$ cat config.mk
export PLATFORM = sky130hd
export DESIGN_NAME = peak_level_meter_with_decay_core
export DESIGN_NICKNAME = d
export VERILOG_FILES = /design/src/rtl/plm_pkg.sv /design/src/rtl/peak_level_meter_with_decay_core.sv /design/src/rtl/plm_csr.sv /design/src/rtl/plm_ctrl.sv /design/src/rtl/plm_dp.sv
export SDC_FILE = /design/constraint.sdc
export NUM_CORES = 2
export LEC_CHECK = 0
export ABC_CLOCK_PERIOD_IN_PS = 7600
export BUFFER_PORTS_ARGS = -buffer_cell sky130_fd_sc_hd__buf_2
export CAP_MARGIN = 20
export CORE_MARGIN = 4
export CORE_UTILIZATION = 57
export DETAILED_ROUTE_END_ITERATION = 7
export PLACE_DENSITY = 0.75
export SETUP_SLACK_MARGIN = 0.15
export SYNTH_ARGS = -nofsm -noshare
export SYNTH_HDL_FRONTEND = slang
export SYNTH_SLANG_ARGS = --single-unit
$ cat constraint.sdc
create_clock -name clock -period 7.6 [get_ports clock]
set_clock_uncertainty 0.05 [all_clocks]
set_input_delay 1.52 -clock clock [delete_from_list [all_inputs] [get_ports clock]]
set_output_delay 1.52 -clock clock [all_outputs]
set_load 0.1 [all_outputs]
$ cat src/rtl/plm_pkg.sv
`default_nettype none

package plm_pkg;

   localparam int CHANNEL_BITS        = 6;
   localparam int LEVEL_BITS          = 15;
   localparam int COEF_BITS           = 16;
   localparam int CSR_DATA_BITS       = 32;
   localparam int CSR_ADDR_BITS       = 3;
   localparam int DEFAULT_CHANNELS    = 64;
   localparam int DEFAULT_SAMPLE_BITS = 16;

   localparam logic [COEF_BITS-1:0]  COEF_RESET  = 16'd3277;
   localparam logic [LEVEL_BITS-1:0] LEVEL_TOP   = 15'd20316;
   localparam logic [LEVEL_BITS-1:0] LEVEL_FLOOR = 15'd655;
   localparam logic [LEVEL_BITS-1:0] LEVEL_SPAN  = 15'd19661;
   localparam logic [10:0]           SLOPE_Q8    = 11'd1973;

   localparam logic [0:0] REG_DECAY_COEFFICIENT = 1'b0;

   localparam logic [7:0] FRAC_LOG [64] = '{
      8'd0,   8'd6,   8'd11,  8'd17,  8'd22,  8'd28,  8'd33,  8'd38,
      8'd44,  8'd49,  8'd54,  8'd59,  8'd63,  8'd68,  8'd73,  8'd78,
      8'd82,  8'd87,  8'd92,  8'd96,  8'd100, 8'd105, 8'd109, 8'd113,
      8'd118, 8'd122, 8'd126, 8'd130, 8'd134, 8'd138, 8'd142, 8'd146,
      8'd150, 8'd154, 8'd157, 8'd161, 8'd165, 8'd169, 8'd172, 8'd176,
      8'd179, 8'd183, 8'd186, 8'd190, 8'd193, 8'd197, 8'd200, 8'd203,
      8'd207, 8'd210, 8'd213, 8'd216, 8'd220, 8'd223, 8'd226, 8'd229,
      8'd232, 8'd235, 8'd238, 8'd241, 8'd244, 8'd247, 8'd250, 8'd253
   };

   typedef struct packed {
      logic clear_step;
      logic take;
      logic norm_step;
      logic log_step;
      logic level_step;
      logic decay_step;
      logic write_step;
   } cmd_type;

   typedef struct packed {
      logic clear_last;
      logic in_last_ok;
      logic norm_done;
      logic out_full;
   } sts_type;

endpackage

`default_nettype wire

$ cat src/rtl/peak_level_meter_with_decay_core.sv
// Channel | Direction | Handshake          | Payload
// req     | in        | req_tvalid/tready  | tdata: channel, sample; tlast: last_of_buffer
// rsp     | out       | rsp_tvalid/tready  | tdata: channel_out, level
// csr     | in        | APB psel/penable   | decay_coefficient at byte address 0
//
// A sample without the buffer mark only updates the running peak. A marked
// sample then passes through the bit-serial normalizer, one shift per leading
// zero of the peak (up to SAMPLE_BITS-2), and the two multiplier stages.
// After reset, the level memory is cleared entry by entry before req_tready rises.
// A waiting result stalls only the next marked sample, in its final write state.
`default_nettype none

module peak_level_meter_with_decay_core import plm_pkg::*; #(
   parameter int CHANNELS    = DEFAULT_CHANNELS,
   parameter int SAMPLE_BITS = DEFAULT_SAMPLE_BITS,
   localparam int REQ_W      = ((CHANNEL_BITS + SAMPLE_BITS + 7) / 8) * 8,
   localparam int RSP_W      = ((CHANNEL_BITS + LEVEL_BITS + 7) / 8) * 8
) (
   input  wire                      clock,
   input  wire                      reset,
   input  wire                      req_tvalid,
   output logic                     req_tready,
   input  wire [REQ_W-1:0]          req_tdata,  // channel, sample, zero pad
   input  wire                      req_tlast,
   output logic                     rsp_tvalid,
   input  wire                      rsp_tready,
   output logic [RSP_W-1:0]         rsp_tdata,  // channel_out, level, zero pad
   input  wire                      csr_psel,
   input  wire                      csr_penable,
   input  wire                      csr_pwrite,
   input  wire [CSR_ADDR_BITS-1:0]  csr_paddr,
   input  wire [CSR_DATA_BITS-1:0]  csr_pwdata,
   output logic [CSR_DATA_BITS-1:0] csr_prdata,
   output logic                     csr_pready
);

   cmd_type                 cmd;
   sts_type                 sts;
   logic [COEF_BITS-1:0]    coef;
   logic [CHANNEL_BITS-1:0] rsp_channel;
   logic [LEVEL_BITS-1:0]   rsp_level;

   assign rsp_tdata = RSP_W'({rsp_level, rsp_channel});

   plm_csr u_csr (
      .clock       (clock),
      .reset       (reset),
      .csr_psel    (csr_psel),
      .csr_penable (csr_penable),
      .csr_pwrite  (csr_pwrite),
      .csr_paddr   (csr_paddr),
      .csr_pwdata  (csr_pwdata),
      .csr_prdata  (csr_prdata),
      .csr_pready  (csr_pready),
      .coef        (coef)
   );

   plm_ctrl u_ctrl (
      .clock      (clock),
      .reset      (reset),
      .req_tvalid (req_tvalid),
      .rsp_tready (rsp_tready),
      .sts        (sts),
      .req_tready (req_tready),
      .cmd        (cmd)
   );

   plm_dp #(
      .CHANNELS    (CHANNELS),
      .SAMPLE_BITS (SAMPLE_BITS)
   ) u_dp (
      .clock       (clock),
      .reset       (reset),
      .cmd         (cmd),
      .sts         (sts),
      .in_channel  (req_tdata[CHANNEL_BITS-1:0]),
      .in_sample   (req_tdata[CHANNEL_BITS +: SAMPLE_BITS]),
      .in_last     (req_tlast),
      .coef        (coef),
      .rsp_tready  (rsp_tready),
      .rsp_valid   (rsp_tvalid),
      .rsp_channel (rsp_channel),
      .rsp_level   (rsp_level)
   );

endmodule

`default_nettype wire

$ cat src/rtl/plm_csr.sv
`default_nettype none

module plm_csr import plm_pkg::*; (
   input  wire                      clock,
   input  wire                      reset,
   input  wire                      csr_psel,
   input  wire                      csr_penable,
   input  wire                      csr_pwrite,
   input  wire [CSR_ADDR_BITS-1:0]  csr_paddr,
   input  wire [CSR_DATA_BITS-1:0]  csr_pwdata,
   output logic [CSR_DATA_BITS-1:0] csr_prdata,
   output logic                     csr_pready,
   output logic [COEF_BITS-1:0]     coef
);

   logic [COEF_BITS-1:0] coef_ff;
   logic [COEF_BITS-1:0] coef_in;
   logic                 hit;

   assign hit        = csr_paddr[2] == REG_DECAY_COEFFICIENT;
   assign csr_pready = 1'b1;
   assign coef       = coef_ff;

   always_comb begin
      coef_in = coef_ff;
      if (csr_psel && csr_penable && csr_pwrite && hit) begin
         coef_in = csr_pwdata[COEF_BITS-1:0];
      end
   end

   always_comb begin
      csr_prdata = '0;
      if (hit) begin
         csr_prdata = CSR_DATA_BITS'(coef_ff);
      end
   end

   always_ff @(posedge clock) begin
      if (reset) begin
         coef_ff <= COEF_RESET;
      end else begin
         coef_ff <= coef_in;
      end
   end

endmodule

`default_nettype wire

$ cat src/rtl/plm_ctrl.sv
`default_nettype none

module plm_ctrl import plm_pkg::*; (
   input  wire     clock,
   input  wire     reset,
   input  wire     req_tvalid,
   input  wire     rsp_tready,
   input  sts_type sts,
   output logic    req_tready,
   output cmd_type cmd
);

   localparam logic [2:0] ST_CLEAR = 3'd0;
   localparam logic [2:0] ST_IDLE  = 3'd1;
   localparam logic [2:0] ST_NORM  = 3'd2;
   localparam logic [2:0] ST_LOG   = 3'd3;
   localparam logic [2:0] ST_LEVEL = 3'd4;
   localparam logic [2:0] ST_DECAY = 3'd5;
   localparam logic [2:0] ST_WRITE = 3'd6;

   logic [2:0] state_ff;
   logic [2:0] state_in;
   logic       out_free;

   assign out_free   = !sts.out_full || rsp_tready;
   assign req_tready = state_ff == ST_IDLE;

   always_comb begin
      state_in = state_ff;
      cmd      = '0;
      unique case (state_ff)
         ST_CLEAR: begin
            cmd.clear_step = 1'b1;
            if (sts.clear_last) begin
               state_in = ST_IDLE;
            end
         end
         ST_IDLE: begin
            cmd.take = req_tvalid;
            if (req_tvalid && sts.in_last_ok) begin
               state_in = ST_NORM;
            end
         end
         ST_NORM: begin
            cmd.norm_step = 1'b1;
            if (sts.norm_done) begin
               state_in = ST_LOG;
            end
         end
         ST_LOG: begin
            cmd.log_step = 1'b1;
            state_in     = ST_LEVEL;
         end
         ST_LEVEL: begin
            cmd.level_step = 1'b1;
            state_in       = ST_DECAY;
         end
         ST_DECAY: begin
            cmd.decay_step = 1'b1;
            state_in       = ST_WRITE;
         end
         ST_WRITE: begin
            if (out_free) begin
               cmd.write_step = 1'b1;
               state_in       = ST_IDLE;
            end
         end
         default: begin
            state_in = ST_IDLE;
         end
      endcase
   end

   always_ff @(posedge clock) begin
      if (reset) begin
         state_ff <= ST_CLEAR;
      end else begin
         state_ff <= state_in;
      end
   end

endmodule

`default_nettype wire

$ cat src/rtl/plm_dp.sv
`default_nettype none

module plm_dp import plm_pkg::*; #(
   parameter int CHANNELS    = DEFAULT_CHANNELS,
   parameter int SAMPLE_BITS = DEFAULT_SAMPLE_BITS
) (
   input  wire                     clock,
   input  wire                     reset,
   input  cmd_type                 cmd,
   output sts_type                 sts,
   input  wire [CHANNEL_BITS-1:0]  in_channel,
   input  wire [SAMPLE_BITS-1:0]   in_sample,
   input  wire                     in_last,
   input  wire [COEF_BITS-1:0]     coef,
   input  wire                     rsp_tready,
   output logic                    rsp_valid,
   output logic [CHANNEL_BITS-1:0] rsp_channel,
   output logic [LEVEL_BITS-1:0]   rsp_level
);

   localparam int PW     = SAMPLE_BITS - 1;
   localparam int EW     = $clog2(SAMPLE_BITS);
   localparam int LW     = EW + 8;
   localparam int M_TOP  = 256 * (SAMPLE_BITS - 1);
   localparam int MW     = $clog2(M_TOP + 1);
   localparam int PRODW  = MW + 11;
   localparam int RW     = PRODW - 7;
   localparam int IDX_W  = (CHANNELS > 1) ? $clog2(CHANNELS) : 1;
   localparam int DPRODW = COEF_BITS + LEVEL_BITS;

   logic [LEVEL_BITS-1:0] mem [CHANNELS];

   logic [PW-1:0]           peak_ff;
   logic [PW-1:0]           peak_in;
   logic [PW-1:0]           norm_ff;
   logic [EW-1:0]           e_ff;
   logic                    zero_ff;
   logic [CHANNEL_BITS-1:0] ch_ff;
   logic [LEVEL_BITS-1:0]   rd_ff;
   logic [PRODW-1:0]        lprod_ff;
   logic [LEVEL_BITS-1:0]   newv_ff;
   logic                    dec_ff;
   logic [DPRODW-1:0]       dprod_ff;
   logic [IDX_W-1:0]        clr_ff;
   logic [IDX_W-1:0]        clr_in;
   logic                    rsp_valid_ff;
   logic                    rsp_valid_in;
   logic [CHANNEL_BITS-1:0] rsp_ch_ff;
   logic [LEVEL_BITS-1:0]   rsp_lvl_ff;

   logic                    in_ok;
   logic                    s_min;
   logic [SAMPLE_BITS-1:0]  neg;
   logic [PW-1:0]           mag;
   logic [PW-1:0]           peak_max;
   logic [IDX_W-1:0]        in_idx;
   logic [5:0]              frac_idx;
   logic [LW-1:0]           log_l;
   logic [MW-1:0]           m_val;
   logic [RW-1:0]           red;
   logic [LEVEL_BITS-1:0]   newv;
   logic [DPRODW:0]         sub_sum;
   logic [LEVEL_BITS-1:0]   sub;
   logic [LEVEL_BITS-1:0]   result;
   logic                    mem_we;
   logic [IDX_W-1:0]        mem_wa;
   logic [LEVEL_BITS-1:0]   mem_wd;

   assign in_ok    = 32'(in_channel) < CHANNELS;
   assign in_idx   = IDX_W'(in_channel);
   assign s_min    = in_sample == {1'b1, {PW{1'b0}}};
   assign neg      = ~in_sample + 1'b1;
   assign mag      = in_sample[SAMPLE_BITS-1] ? (s_min ? {PW{1'b1}} : neg[PW-1:0])
                                              : in_sample[PW-1:0];
   assign peak_max = (mag > peak_ff) ? mag : peak_ff;

   assign frac_idx = norm_ff[PW-2 -: 6];
   assign log_l    = {e_ff, 8'b0} + LW'(FRAC_LOG[frac_idx]);
   assign m_val    = MW'(M_TOP) - MW'(log_l);

   assign red  = RW'(((PRODW+1)'(lprod_ff) + (PRODW+1)'(128)) >> 8);
   assign newv = (zero_ff || red >= RW'(LEVEL_SPAN)) ? LEVEL_FLOOR
                                                      : LEVEL_TOP - red[LEVEL_BITS-1:0];

   assign sub_sum = (DPRODW+1)'(dprod_ff) + (DPRODW+1)'(17'h0FFFF);
   assign sub     = sub_sum[16 +: LEVEL_BITS];
   assign result  = dec_ff ? rd_ff - sub : newv_ff;

   assign sts.clear_last = clr_ff == IDX_W'(CHANNELS - 1);
   assign sts.in_last_ok = in_last && in_ok;
   assign sts.norm_done  = zero_ff || norm_ff[PW-1];
   assign sts.out_full   = rsp_valid_ff;

   assign rsp_valid   = rsp_valid_ff;
   assign rsp_channel = rsp_ch_ff;
   assign rsp_level   = rsp_lvl_ff;

   always_comb begin
      peak_in = peak_ff;
      if (cmd.take && in_ok) begin
         peak_in = in_last ? '0 : peak_max;
      end
   end

   always_comb begin
      clr_in = clr_ff;
      if (cmd.clear_step) begin
         clr_in = clr_ff + 1'b1;
      end
   end

   always_comb begin
      rsp_valid_in = rsp_valid_ff;
      if (cmd.write_step) begin
         rsp_valid_in = 1'b1;
      end else if (rsp_tready) begin
         rsp_valid_in = 1'b0;
      end
   end

   always_comb begin
      mem_we = cmd.clear_step || cmd.write_step;
      mem_wa = cmd.clear_step ? clr_ff : IDX_W'(ch_ff);
      mem_wd = cmd.clear_step ? '0 : result;
   end

   always_ff @(posedge clock) begin
      if (mem_we) begin
         mem[mem_wa] <= mem_wd;
      end
      if (cmd.take && in_ok && in_last) begin
         rd_ff <= mem[in_idx];
      end
   end

   always_ff @(posedge clock) begin
      if (cmd.take && in_ok && in_last) begin
         norm_ff <= peak_max;
         zero_ff <= peak_max == '0;
         e_ff    <= EW'(PW - 1);
         ch_ff   <= in_channel;
      end else if (cmd.norm_step && !(zero_ff || norm_ff[PW-1])) begin
         norm_ff <= norm_ff << 1;
         e_ff    <= e_ff - 1'b1;
      end
      if (cmd.log_step) begin
         lprod_ff <= PRODW'(m_val) * PRODW'(SLOPE_Q8);
      end
      if (cmd.level_step) begin
         newv_ff <= newv;
      end
      if (cmd.decay_step) begin
         dec_ff   <= rd_ff > newv_ff;
         dprod_ff <= DPRODW'(coef) * DPRODW'(rd_ff - newv_ff);
      end
      if (cmd.write_step) begin
         rsp_ch_ff  <= ch_ff;
         rsp_lvl_ff <= result;
      end
   end

   always_ff @(posedge clock) begin
      if (reset) begin
         peak_ff      <= '0;
         clr_ff       <= '0;
         rsp_valid_ff <= 1'b0;
      end else begin
         peak_ff      <= peak_in;
         clr_ff       <= clr_in;
         rsp_valid_ff <= rsp_valid_in;
      end
   end

endmodule

`default_nettype wire
Yosys cells after proc, flatten, opt, wreduce, memory -nomap -nowiden
Memory sizes are Yosys's and may differ from the RTL's. A register that Yosys moved wholly into a read port is not among the register bits.
Index checks and enable logic that the tools add are counted.
Cells by class
  add/subtract/negate cells: 10
  multiply operators: 2
  magnitude comparators: 4
  equal/unequal tests: 12
  multiplexer cells: 29
  bitwise gates (word level): 3
  reduce and logical (&&, ||, !) cells: 17
Operators by type and width (count)
  $mux W15: 8
  $add A31 B16 Y31 const B: 1
  $mul A16 B31 Y31: 1
  $gt A15 B15 Y1: 2
  $add A23 B8 Y24 const B: 1
  $mul A12 B11 Y23 const B: 1
  $pmux W3 S7: 1
  $eq A16 B16 Y1 const B: 1
  $ge A16 B15 Y1 const B: 1
  $mux W16: 1
  $mux W8: 2
  $sub A15 B15 Y16: 1
  $add A15 B1 Y15 const B: 1
  $logic_not A15 Y1: 1
  $not A15 Y15: 1
  $sub A15 B15 Y15: 1
  $sub A15 B15 Y15 const A: 1
  $add A12 B8 Y12: 1
  $mux W1: 12
  $mux W3: 4
  $sub A12 B12 Y12 const A: 1
  $eq A3 B3 Y1 const B: 3
  $ge A7 B7 Y1 const B: 1
  $not A6 Y7: 1
  15 further kinds: 28
Storage, ports and cells
  bits in registers: 158
  memory bits (writable): 960
  bits in read-only memories: 512
  input bits: 67
  memories kept: 2
Memory list
  u_dp.mem: depth 64, width 15, rd ports 1, clocked after memory_dff 1, wr ports 1, RTL line plm_dp.sv:31  | logic [LEVEL_BITS-1:0] mem [CHANNELS];
  (name not given): depth 64, width 8, rd ports 1, clocked after memory_dff 0, wr ports 0, RTL line plm_dp.sv:78  | assign log_l = {e_ff, 8'b0} + LW'(FRAC_LOG[frac_idx]);

Depth between registers and ports, before layout
  word-level depth: 7
  depth in mapped cells: 39

Modules after synthesis
From an unflattened synthesis, not the netlist that was laid out.
Unflattened totals
  cells, all modules: 3873
  area total of the unflattened synthesis: 59154.2 µm²
Modules (own cells, without submodules)
  plm_dp: instances 1, cells each 3733, area an instance 57911.8 µm², seq. area each 32981.6 µm²
  plm_csr: instances 1, cells each 106, area an instance 952.2 µm², seq. area each 320.3 µm²
  plm_ctrl: instances 1, cells each 30, area an instance 264.0 µm², seq. area each 60.1 µm²
  peak_level_meter_with_decay_core: instances 1, cells each 4, area an instance 26.3 µm², seq. area each 0.0 µm²

Worst setup path after synthesis
Ideal clock, no wire load.
  path kind: reg2reg
  start: register u_dp.norm_ff[10]
  end: register u_dp.lprod_ff[22], data pin
  arrival time: 7.626 ns
  required time: 7.290 ns
  slack: -0.335 ns
  stages on the path, launching flop included: 40
  buffers on the path: 3
  path through: edfxtp_1 > buf_2 > buf_1 > clkbuf_1 > nor2_1 > a22oi_1 > o22ai_1 > nor2_1 > a21oi_1 > ha_1 > inv_1 > ha_1 > inv_1 > a21oi_1 > o21bai_1 > a21o_1 > a21o_1 > a21o_1 > [4 not listed] > inv_1 > fa_1 > inv_1 > fa_1 > fa_1 > inv_1 > fa_1 > inv_1 > ha_1 > o21ai_0 > nand2b_1 > and3_1 > a221oi_1 > o21ai_0 > nand4_1 > nand4b_1 > a21oi_1 > xnor2_1
On the way
  longest elaborated chain between the ends: 7
Ends and longest elaborated chain
  start, declared: RTL line plm_dp.sv:35  | logic [PW-1:0] norm_ff;
  start signal, assigned: RTL line plm_dp.sv:138  | norm_ff <= peak_max;
  start signal, assigned: RTL line plm_dp.sv:143  | norm_ff <= norm_ff << 1;
  $not A6 Y7 (not written as such): RTL line plm_dp.sv:78
  $mem_v2 Z64 W8
  $mux W8 (not written as such) (2 in series): RTL line plm_dp.sv:78
  $add A12 B8 Y12: RTL line plm_dp.sv:78
  $sub A12 B12 Y12: RTL line plm_dp.sv:79  | assign m_val = MW'(M_TOP) - MW'(log_l);
  $mul A12 B11 Y23: RTL line plm_dp.sv:147  | lprod_ff <= PRODW'(m_val) * PRODW'(SLOPE_Q8);
  end signal, assigned: RTL line plm_dp.sv:147
  end, declared: RTL line plm_dp.sv:40  | logic [PRODW-1:0] lprod_ff;
No other way between the ends. The select of a mux whose other input is x is not followed.
A chain may end at the register's enable or synchronous reset.

Worst setup path in the final report
  start: register u_dp.rd_ff[1] (read register of u_dp.mem)
  end: register u_dp.dprod_ff[29], data pin
On the way
  longest elaborated chain between the ends: 2
Ends and longest elaborated chain
  start, declared: RTL line plm_dp.sv:39  | logic [LEVEL_BITS-1:0] rd_ff;
  $sub A15 B15 Y16: RTL line plm_dp.sv:154  | dprod_ff <= DPRODW'(coef) * DPRODW'(rd_ff - newv_ff);
  $mul A16 B31 Y31: RTL line plm_dp.sv:154
  end signal, assigned: RTL line plm_dp.sv:154
  end, declared: RTL line plm_dp.sv:43  | logic [DPRODW-1:0] dprod_ff;
No other way between the ends.

==> flow_summary.toml <==
[final_layout]
fin_nets = 4767
syn2layout_area_growth_pct = 13.5
drive_gt1_frac = 0.231
regArea_um2 = 33400
layout_commonest_cell = "edfxtp_1"
layout_common_cells = "edfxtp_1, inv_1, mux4_2"
nFillCells = 7074
multi_input_area_um2 = 24300

[sta]
rsz0062_at_grt = "true"
fin_tns_setup_ps = -1300
fmax_mhz = 127
hold_viol_final = 0
tightest_slew_ps = 1120
period_minus_slack_ps = 7880
period_share = 1.04
final-setup-viol-count = 9
maxSlewHeadroom = 0.249
layout_setup_ws_ps = -277
hold_ws_ps = 421
maxSlewViolCount = 0

[critical_path]
max_stage_delay_ps = 530
crit_path_end_kind = "flip-flop"
cpMostUsedCell = "fa_1"
path_max_fanout = 5
criticalPathCategory = "reg2reg"
start_kind = "flip-flop"
required_ps = 7970
critPathSlowestCell = "fa_1"
cp_data_arrival_time_ps = 8250

[global_routing]
grt_overflow = 0
grt_max_degree = 103
grt_use_total = 0.255
grt_pass1_wl_mm = 210
grt_pass1_vias = 34600
grt_antenna_before_repair = 6

[placement]
dp_slack_ps = -325
gp_congestion = 0.869
dpl.hpwl_mm = 86.9
port_buffers = 85

[detailed_routing]
wirelength_mm = 137
first_pass_iters = 6
drc_errors = 0
via_per_inst = 6.01
drtIter0Drc = 3427
final_antenna_net_count = 0
detail_route.wl_per_cell_um = 24.3
vias = 34000

[yosys]
synth.distinct_cells = 84
synth_flop_cell = "edfxtp_1"
synth_top_area_cell = "edfxtp_1"
synth_seq_cells = 1126
synth_top_cell_area_share = 0.548
synth-async-reset-ratio = 0
synthesis.area_um2 = 59300
synth_edf_count = 1081
yosysWarningCount = 0
syn_inst = 3891
synth-seq-area-share = 0.563
synthTopCellsByArea = "edfxtp_1, mux4_2, fa_1, ha_1, inv_1"
syn_area_per_cell_um2 = 15.2

[floorplan]
die_width_um = 330
dieArea_um2 = 109000
die_h_um = 330
coreArea_um2 = 103000
initial_core_util = 0.574
rows = 118
top_level_ports = 126

[pwr]
pwr-share-seq = 0.447
combinationalPowerShare = 0.208
p_sw_mw = 4.05
powerDensity_nw_per_um2 = 229
swShare = 0.263
leakage_nw = 26.5
pwr-share-clk = 0.345
internal_power_mw = 11.3
p_total_mw = 15.4
ir_worst_vdd_mv = 0.255

[run_status]
violations = "negative setup slack"
status = "finished with violations"

[clocking]
clk_path_buf_depth = 3
cts_num_sinks = 1126
htreeDepth = 3
cts_tree = "built"
cts_buffers = 110
cts_root_buffer = "clkbuf_16"
clock_latency_ps = 700
clk_pin_slew_ps = 60
cts_hold_buf = 0

[run]
drv_cap = 0

[hold_path]
min_path_type = "reg2reg"
through the flow:
step	std cells	area (um^2)	util
after global placement	5400	62600	0.606
after detailed placement	5400	62600	0.606
after global routing	5657	67300	0.651
after CTS	5616	66400	0.643
after floorplan	3909	59500	-
final	5660	67300	0.651
final cells by class:
cell class / count / share of cell area
sequential: 1126 / 0.496
clock buffer: 128 / 0.0422
inverter: 454 / 0.0254
clock inverter: 75 / 0.00988
multi-input combinational: 2151 / 0.361
tap: 1380 / 0.0257
antenna: 3 / 0.000112
timing repair buffer: 343 / 0.0402
routing by layer:
layer | up-vias | global-route usage | wire length (um)
met1 | 17500 | 0.356 | 53600
met5 | - | 0 | 60
met4 | 8 | 0.0631 | 3350
met2 | 1514 | 0.422 | 68300
met3 | 234 | 0.0499 | 12000
li1 | 14700 | - | -
flip-flops by register name, indices dropped and copies added (netlist names), 6 cells and up:
| name | flops |
|---|---|
| u_csr.coef | 16 |
| u_dp.rsp_channel | 6 |
| u_dp.ch_ff | 6 |
| u_dp.mem | 960 |
| u_dp.clr_ff | 6 |
| u_dp.rd_ff | 15 |
| u_dp.newv_ff | 15 |
| u_dp.peak_ff | 15 |
| u_dp.dprod_ff | 31 |
| u_dp.lprod_ff | 16 |
| u_dp.norm_ff | 15 |
| u_dp.rsp_level | 15 |
cells in the mapped netlist, types with 6 or more instances:
cell	n
nor3_1	28
a31oi_1	13
nor2b_1	54
nand2b_1	29
o21a_1	15
a22oi_1	9
or3_1	20
dfxtp_1	45
ha_1	204
or2_2	7
nand4_1	17
nor2_1	149
o31ai_1	8
buf_1	25
inv_1	453
nand3_1	39
and3_1	14
xor2_1	57
and2_1	120
a21oi_1	92
fa_1	310
a211oi_1	8
mux4_2	315
o21bai_1	10
buf_4	21
a311oi_1	6
nor4_1	12
nand3b_1	21
clkbuf_1	127
o21ai_0	79
nand2_1	273
mux2i_1	22
o21ai_1	6
a21o_1	24
xnor2_1	93
edfxtp_1	1081
worst max-delay path, delay by kind of cell, from the launching register on:
family	cells	cell delay, ps
AOI/OAI and AO/OA	8	1840
and+or+nand+nor	6	870
xor gates and xnor gates	2	250
buffers and inverters	7	650
DFF	1	480
adders and majority gates	8	3450
power by group through the flow:
stage / Combinational, mW / Clock, mW / Sequential [mW]
6_report: 3.20 / 5.31 / 6.88
5_1_grt: 3.52 / 5.66 / 6.88
4_1_cts: 3.01 / 5.38 / 6.88
3_5_place_dp: 2.80 / 0 / 7.01
3_3_place_gp: 2.76 / 0 / 7.01
2_1_floorplan: 1.96 / 0 / 6.99
final timing paths:
kind	startpoint	endpoint	slack, ps	cells past startpoint
max	u_dp.rd_ff[1]$_DFFE_PP_	u_dp.dprod_ff[29]$_DFFE_PN_	-280	31
min reg2reg	u_dp.peak_ff[8]$_SDFFE_PP0P_	u_dp.peak_ff[8]$_SDFFE_PP0P_	420	2
max reg2reg	u_dp.rd_ff[1]$_DFFE_PP_	u_dp.dprod_ff[29]$_DFFE_PN_	-280	31
min	u_dp.peak_ff[8]$_SDFFE_PP0P_	u_dp.peak_ff[8]$_SDFFE_PP0P_	420	2
logic make-up after synthesis:
group | count (synthesis) | synth area share
buf+inv | 632 | 0.0415
simple gates | 808 | 0.0676
other cells | 2 | 0.000127
compound gates | 319 | 0.0340
xor+xnor | 151 | 0.0224
fa+ha+maj | 515 | 0.148
mux | 338 | 0.124
flops | 1126 | 0.563
repair_timing:
action | in CTS | in global routing
setup endpoints to repair | 20 | 27
setup buffers | 12 | 23
resized for setup | 53 | 69
pin swaps | 43 | 67
gates cloned | 1 | 0
No activity file was read; power rests on OpenSTA's default activity.
